==> config.mk <==
export PLATFORM = sky130hd
export DESIGN_NAME = cpu8080_alu_core
export DESIGN_NICKNAME = d
export VERILOG_FILES = /design/src/hdl/ca80_pkg.sv /design/src/hdl/cpu8080_alu_core.sv /design/src/hdl/ca80_alu_logic.sv
export SDC_FILE = /design/constraint.sdc
export NUM_CORES = 1
export LEC_CHECK = 0
export BUFFER_PORTS_ARGS = -buffer_cell sky130_fd_sc_hd__buf_2
export CAP_MARGIN = 5
export CORE_UTILIZATION = 38
export CTS_CLUSTER_DIAMETER = 60
export CTS_CLUSTER_SIZE = 40
export DETAILED_ROUTE_END_ITERATION = 7
export GPL_ROUTABILITY_DRIVEN = 0
export HOLD_SLACK_MARGIN = 0.06
export REMOVE_ABC_BUFFERS = 1
export SLEW_MARGIN = 30
export SYNTH_ARGS = -nofsm -noshare
export SYNTH_HDL_FRONTEND = slang
export SYNTH_SLANG_ARGS = --single-unit
==> constraint.sdc <==
create_clock -name clk_i -period 4.5 [get_ports clk_i]
set_input_delay 0.675 -clock clk_i [delete_from_list [all_inputs] [get_ports clk_i]]
set_output_delay 0.675 -clock clk_i [all_outputs]
set_load 0.1 [all_outputs]
==> src/hdl/ca80_pkg.sv <==
`default_nettype none

package ca80_pkg;

  localparam int unsigned ByteW = 8;
  localparam int unsigned WideW = 16;
  localparam int unsigned CmdW  = 4;

  // codes 12 to 15 are no-ops
  typedef enum logic [CmdW-1:0] {
    CMD_ADD = 4'd0,
    CMD_ADC = 4'd1,
    CMD_SUB = 4'd2,
    CMD_SBB = 4'd3,
    CMD_AND = 4'd4,
    CMD_XOR = 4'd5,
    CMD_OR  = 4'd6,
    CMD_INR = 4'd7,
    CMD_DCR = 4'd8,
    CMD_INX = 4'd9,
    CMD_DCX = 4'd10,
    CMD_DAD = 4'd11
  } cmd_e;

  typedef struct packed {
    logic [CmdW-1:0]  command;
    logic [ByteW-1:0] acc;
    logic [ByteW-1:0] operand;
    logic [WideW-1:0] pair_value;
    logic [WideW-1:0] hl_value;
    logic             carry_in;
    logic             zero_in;
    logic             sign_in;
    logic             parity_in;
    logic             aux_in;
  } alu_in_t;

  typedef struct packed {
    logic [ByteW-1:0] result_byte;
    logic [WideW-1:0] result_wide;
    logic             carry_out;
    logic             zero_out;
    logic             sign_out;
    logic             parity_out;
    logic             aux_out;
  } alu_out_t;

endpackage

`default_nettype wire

==> src/hdl/cpu8080_alu_core.sv <==
// path: the input register captures the transaction, then the result register
//   captures its result; a held result can delay the second step
// throughput: one transaction per cycle; the input register and the result
//   register form a two-stage pipeline, stalled only by a held result
// reset: asynchronous active-low reset empties both stages; payload
//   registers are not reset
`default_nettype none

module cpu8080_alu_core (
  input  wire                 clk_i,
  input  wire                 rst_ni,
  input  wire                 in_valid_i,
  output logic                in_stall_o,
  input  ca80_pkg::alu_in_t   in_data_i,
  output logic                out_valid_o,
  input  wire                 out_stall_i,
  output ca80_pkg::alu_out_t  out_data_o
);
  import ca80_pkg::*;

  logic     s1_valid_q;
  alu_in_t  s1_q;
  logic     out_valid_q;
  alu_out_t out_q;
  alu_out_t res;
  logic     adv;

  // result register can take a new value when empty or being drained
  assign adv        = ~out_valid_q | ~out_stall_i;
  assign in_stall_o = s1_valid_q & ~adv;

  ca80_alu_logic u_logic (
    .op_i  (s1_q),
    .res_o (res)
  );

  always_ff @(posedge clk_i or negedge rst_ni) begin
    if (!rst_ni) begin
      s1_valid_q  <= 1'b0;
      out_valid_q <= 1'b0;
    end else begin
      if (!in_stall_o) s1_valid_q <= in_valid_i;
      if (adv) out_valid_q <= s1_valid_q;
    end
  end

  always_ff @(posedge clk_i) begin
    if (in_valid_i && !in_stall_o) s1_q <= in_data_i;
    if (adv && s1_valid_q) out_q <= res;
  end

  assign out_valid_o = out_valid_q;
  assign out_data_o  = out_q;

  a_advance: assert property (@(posedge clk_i) disable iff (!rst_ni)
    s1_valid_q && adv |=> out_valid_q)
    else $error("stage one transaction not moved to result register");

  a_stall_cause: assert property (@(posedge clk_i) disable iff (!rst_ni)
    in_stall_o |-> out_valid_q && out_stall_i && s1_valid_q)
    else $error("input stalled without a blocked result");

  a_hold_s1: assert property (@(posedge clk_i) disable iff (!rst_ni)
    s1_valid_q && !adv |=> s1_valid_q && $stable(s1_q))
    else $error("blocked stage one transaction lost");

endmodule

`default_nettype wire

==> src/hdl/ca80_alu_logic.sv <==
`default_nettype none

module ca80_alu_logic (
  input  ca80_pkg::alu_in_t  op_i,
  output ca80_pkg::alu_out_t res_o
);
  import ca80_pkg::*;

  logic             is_sub;
  logic             add_cin;
  logic [ByteW-1:0] add_b;
  logic [ByteW:0]   add_sum;
  logic [4:0]       nib_sum;
  logic [ByteW-1:0] inc_byte;
  logic [ByteW-1:0] dec_byte;
  logic [WideW:0]   dad_sum;
  logic [ByteW-1:0] rb;
  logic             szp;

  // one shared byte adder for add, adc, sub and sbb
  always_comb begin
    is_sub  = (op_i.command == CMD_SUB) || (op_i.command == CMD_SBB);
    add_b   = is_sub ? ~op_i.operand : op_i.operand;
    unique case (op_i.command)
      CMD_ADC: add_cin = op_i.carry_in;
      CMD_SUB: add_cin = 1'b1;
      CMD_SBB: add_cin = ~op_i.carry_in;
      default: add_cin = 1'b0;
    endcase
    add_sum = {1'b0, op_i.acc} + {1'b0, add_b} + {{ByteW{1'b0}}, add_cin};
    nib_sum = {1'b0, op_i.acc[3:0]} + {1'b0, add_b[3:0]} + {4'b0, add_cin};
  end

  assign inc_byte = op_i.operand + 8'd1;
  assign dec_byte = op_i.operand - 8'd1;
  assign dad_sum  = {1'b0, op_i.pair_value} + {1'b0, op_i.hl_value};

  always_comb begin
    rb              = op_i.acc;
    szp             = 1'b0;
    res_o.result_wide = '0;
    res_o.carry_out = op_i.carry_in;
    res_o.aux_out   = op_i.aux_in;
    unique case (op_i.command)
      CMD_ADD, CMD_ADC: begin
        rb              = add_sum[ByteW-1:0];
        res_o.carry_out = add_sum[ByteW];
        res_o.aux_out   = nib_sum[4];
        szp             = 1'b1;
      end
      CMD_SUB, CMD_SBB: begin
        rb              = add_sum[ByteW-1:0];
        res_o.carry_out = ~add_sum[ByteW];
        res_o.aux_out   = nib_sum[4];
        szp             = 1'b1;
      end
      CMD_AND: begin
        rb              = op_i.acc & op_i.operand;
        res_o.carry_out = 1'b0;
        res_o.aux_out   = op_i.acc[3] | op_i.operand[3];
        szp             = 1'b1;
      end
      CMD_XOR: begin
        rb              = op_i.acc ^ op_i.operand;
        res_o.carry_out = 1'b0;
        res_o.aux_out   = 1'b0;
        szp             = 1'b1;
      end
      CMD_OR: begin
        rb              = op_i.acc | op_i.operand;
        res_o.carry_out = 1'b0;
        res_o.aux_out   = 1'b0;
        szp             = 1'b1;
      end
      CMD_INR: begin
        rb            = inc_byte;
        res_o.aux_out = (inc_byte[3:0] == 4'h0);
        szp           = 1'b1;
      end
      CMD_DCR: begin
        rb            = dec_byte;
        res_o.aux_out = (dec_byte[3:0] != 4'hf);
        szp           = 1'b1;
      end
      CMD_INX: res_o.result_wide = op_i.pair_value + 16'd1;
      CMD_DCX: res_o.result_wide = op_i.pair_value - 16'd1;
      CMD_DAD: begin
        res_o.result_wide = dad_sum[WideW-1:0];
        res_o.carry_out   = dad_sum[WideW];
      end
      default: ;
    endcase
    res_o.result_byte = rb;
    res_o.zero_out    = szp ? (rb == '0) : op_i.zero_in;
    res_o.sign_out    = szp ? rb[ByteW-1] : op_i.sign_in;
    res_o.parity_out  = szp ? ~(^rb) : op_i.parity_in;
  end

endmodule

`default_nettype wire
==> impl_results.md <==
* Result of the run: finished clean
* Nets@finish at 778
* Internal Power at 1.65 mW
* Power Density at 365 nW/um^2
* Count of vias placed by the detailed router at 4766
* Static Leak at 2.91 nW
* Ys flop type: sky130_fd_sc_hd__edfxtp_1
* Vertical die dimension at 127 um
* Seq pwr share at 0.406
* Sequential area share after synthesis at 0.447
* Clock skew at 7.52 ps
* Routed vias/inst at 5.63
* Residual antenna-violating net count after detailed routing at 0
* Post-detailed-route DRC marker count at 0
* Cell Area, Placed at 6600 sq um
* Relative contribution of combinational cells to total power at 0.288
* CTS Root Cell: sky130_fd_sc_hd__clkbuf_16
* Fraction of layout instances using a drive strength above 1 at 0.196
* Sinks on Clock Net at 88
* Die area at 16000 sq um
* Number of iterations in the first detailed-routing pass at 5
* Net Sw Frac at 0.345
* Final sum of negative setup slack at 0 ps
* Class of the tightest hold or removal check: in -> async
* Number of enable-type register cells in the synthesized netlist at 86
* Achievable Freq at 253 MHz
* Placeable core area at 15100 sq um
* Clock insertion delay at the later pin of the skew report at 350 ps
* Worst-path maximum fanout at 6
* Unrepaired setup endpoints after global routing: false
* Required time at the worst-slack endpoint at 4600 ps
* Power, Total at 2.52 mW
* Number of hold buffers added after CTS at 0
* H-tree Lvls at 3
* Count of cells resized by post-cts repair at 0
* WS Path Type: reg -> reg
* Post-Layout Inst Area at 6900 sq um
* Number of unique standard cell types used by synthesis at 58
* Arrival @ worst endpoint at 4040 ps
* CTS tree: built
* Mapped cell area at 5890 sq um
* Final setup slack of the worst path at 553 ps
* Inserted Clock Buffers at 9
* Pin count of the biggest net entering global routing at 43
* Clock-pin slew on the worst setup and hold paths at 70 ps
* Count of synthesis-stage warnings from yosys at 0
* Postcts setup bufs at 0
* Slew at the pin closest to its max-slew limit at 763 ps
* GRT Residual Overflow at 0
* Clock period minus worst slack at 3950 ps
* Total area of multi-input combinational cells at 3070 sq um
* Setup WS pre-CTS at 631 ps
* Floorplan die width at 127 um
* Area taken by flip-flops and latches at 2630 sq um
* Synthesized instance count at 558
* DPL Wire Length at 11000 um
* Net switching power at 0.868 mW
* Detailed-route wire length at 14700 um
* Max-slew headroom at the worst pin at 0.487
* Worst supply voltage drop on vdd at 0.269 mV
* Final period utilization at 0.877
* Antenna violations before repair at 1
* Effective utilization at floorplan at 0.389
* Final hold violations at 0
* Clock group share of total power at 0.305
* Startpoint type of the worst setup path: flip-flop
* Proportion of register bits with asynchronous set or reset after synthesis at 0.0227
* Fillers at 1424
* Vias in the first global route at 4788
* Final-report max-slew violation count at 0
* Crit path capture type: flip-flop
* Flops & latches, synth at 88
* All-Layer GR Usage at 0.193
* Number of port buffers at 91
* Synth-to-Final Area Change at 17.1%
* Boundary pin count at 92
* Ant diodes at 0
* Final setup fails at 0
* Per-cell routed wire length at 17.4 um
* Bufs on Longest Clock Path at 2
* Wire length of the first global-routing pass at 23900 um
* Detailed router's first-iteration violation count at 217
* Total number of placement rows at 45
* Max-cap viol count at 0
* Post-Syn Area per Cell at 10.6 sq um
## placed cells by master, fill, tap and decap left out, types with 8 or more instances in the layout
master | synthesis | final
sky130_fd_sc_hd__buf_2 | 7 | 91
sky130_fd_sc_hd__edfxtp_1 | 86 | 86
sky130_fd_sc_hd__ha_1 | 60 | 60
sky130_fd_sc_hd__nand2_1 | 47 | 47
sky130_fd_sc_hd__a21oi_1 | 42 | 42
sky130_fd_sc_hd__xnor2_1 | 29 | 29
sky130_fd_sc_hd__o21ai_0 | 27 | 27
sky130_fd_sc_hd__nor2_1 | 26 | 26
sky130_fd_sc_hd__inv_1 | 25 | 25
sky130_fd_sc_hd__o22ai_1 | 17 | 17
sky130_fd_sc_hd__xor2_1 | 17 | 17
sky130_fd_sc_hd__a21o_1 | 16 | 16
sky130_fd_sc_hd__o21ai_1 | 13 | 13
sky130_fd_sc_hd__nand3_1 | 12 | 12
sky130_fd_sc_hd__nand2b_1 | 11 | 11
sky130_fd_sc_hd__buf_4 | 0 | 11
sky130_fd_sc_hd__clkbuf_16 | 0 | 9
sky130_fd_sc_hd__nor2b_1 | 8 | 8
## flip-flops by register name, indices dropped and copies added, names as in the netlist
signal,count
out_data_o,29
s1_valid_q,1
s1_q,57
out_valid_o,1
## layout make-up
| class | count | area share |
|---|---|---|
| clock buffer | 9 | 0.0326 |
| clock inverter | 7 | 0.0112 |
| inverter | 28 | 0.0152 |
| multi-input combinational | 423 | 0.445 |
| sequential | 88 | 0.382 |
| tap | 188 | 0.0341 |
| timing repair buffer | 103 | 0.0801 |
## cell families (layout without fill, tap and decap cells)
kind of cell             count (synthesis)  count (layout)  synth area share
adder cells (fa/ha/maj)                 64              64             0.141
XOR/XNOR                                46              46            0.0684
buffers and inverters                   47             147            0.0340
AND/OR/NAND/NOR                        130             130             0.104
multiplexers                             6               6            0.0104
AO/OA/AOI/OAI                          177             177             0.195
flip-flops                              88              88             0.447
## per-stage QoR
step	utilization	hold slack, ps	instances
after floorplan	-	379	539
after global placement	0.435	459	829
after detailed placement	0.436	464	830
after CTS	0.456	84.1	846
after global routing	0.456	88.7	846
final	0.456	95.8	846
## cells in the mapped netlist (8+ instances only)
master	number	area share
sky130_fd_sc_hd__xor2_1	17	0.025
sky130_fd_sc_hd__xnor2_1	29	0.043
sky130_fd_sc_hd__edfxtp_1	86	0.44
sky130_fd_sc_hd__o22ai_1	17	0.018
sky130_fd_sc_hd__o21ai_1	13	0.011
sky130_fd_sc_hd__nor2b_1	8	0.0085
sky130_fd_sc_hd__o21ai_0	27	0.023
sky130_fd_sc_hd__nand2b_1	11	0.012
sky130_fd_sc_hd__nor2_1	26	0.017
sky130_fd_sc_hd__ha_1	60	0.13
sky130_fd_sc_hd__clkbuf_1	10	0.0064
sky130_fd_sc_hd__inv_1	25	0.016
sky130_fd_sc_hd__a21o_1	16	0.020
sky130_fd_sc_hd__a21oi_1	42	0.036
sky130_fd_sc_hd__nand3_1	12	0.010
sky130_fd_sc_hd__nand2_1	47	0.030
## power groups by stage
stage          clock network [mW]  registers [mW]  logic [mW]
3_5_place_dp                    0            1.04       0.719
4_1_cts                     0.788            1.02       0.724
5_1_grt                     0.821            1.03       0.786
2_1_floorplan                   0            1.23       0.355
3_3_place_gp                    0            1.04       0.704
6_report                    0.769            1.02       0.726
## final timing paths
check | startpoint | end | slack (ps) | depth (start not counted)
worst max-delay path | s1_q[56] | out_data_o[1] | 550 | 15
worst min-delay path | rst_ni | s1_valid_q | 100 | 1
worst max register to register | s1_q[56] | out_data_o[1] | 550 | 15
worst min register to register | s1_valid_q | out_valid_o | 490 | 1
max in group asynchronous | rst_ni | out_valid_o | 4310 | 1
min in group clk_i | in_data_i[18] | s1_q[18] | 490 | 1
## per-layer routing
layer	wire (um)	track usage	vias to the layer above
met1	6280	0.228	2281
met2	7360	0.340	166
met4	372	0.0808	0
met3	732	0.0430	30
met5	0	0	-
li1	-	-	2289
## worst max-delay path, cell delays in order, from the launching register on
cell                       delay (ps)
sky130_fd_sc_hd__edfxtp_1         390
sky130_fd_sc_hd__nor2_1           370
sky130_fd_sc_hd__and2_1           230
sky130_fd_sc_hd__xnor2_1           90
sky130_fd_sc_hd__fa_1             460
sky130_fd_sc_hd__fa_1             460
sky130_fd_sc_hd__a21oi_1          150
sky130_fd_sc_hd__o21ai_0           80
sky130_fd_sc_hd__o21ai_0          270
sky130_fd_sc_hd__o21ai_0          120
sky130_fd_sc_hd__a211oi_1         300
sky130_fd_sc_hd__a21o_1           130
sky130_fd_sc_hd__ha_1             230
sky130_fd_sc_hd__xnor2_1          190
sky130_fd_sc_hd__xnor2_1          140
sky130_fd_sc_hd__a21oi_1           80
(Power assumes the default switching activity.)
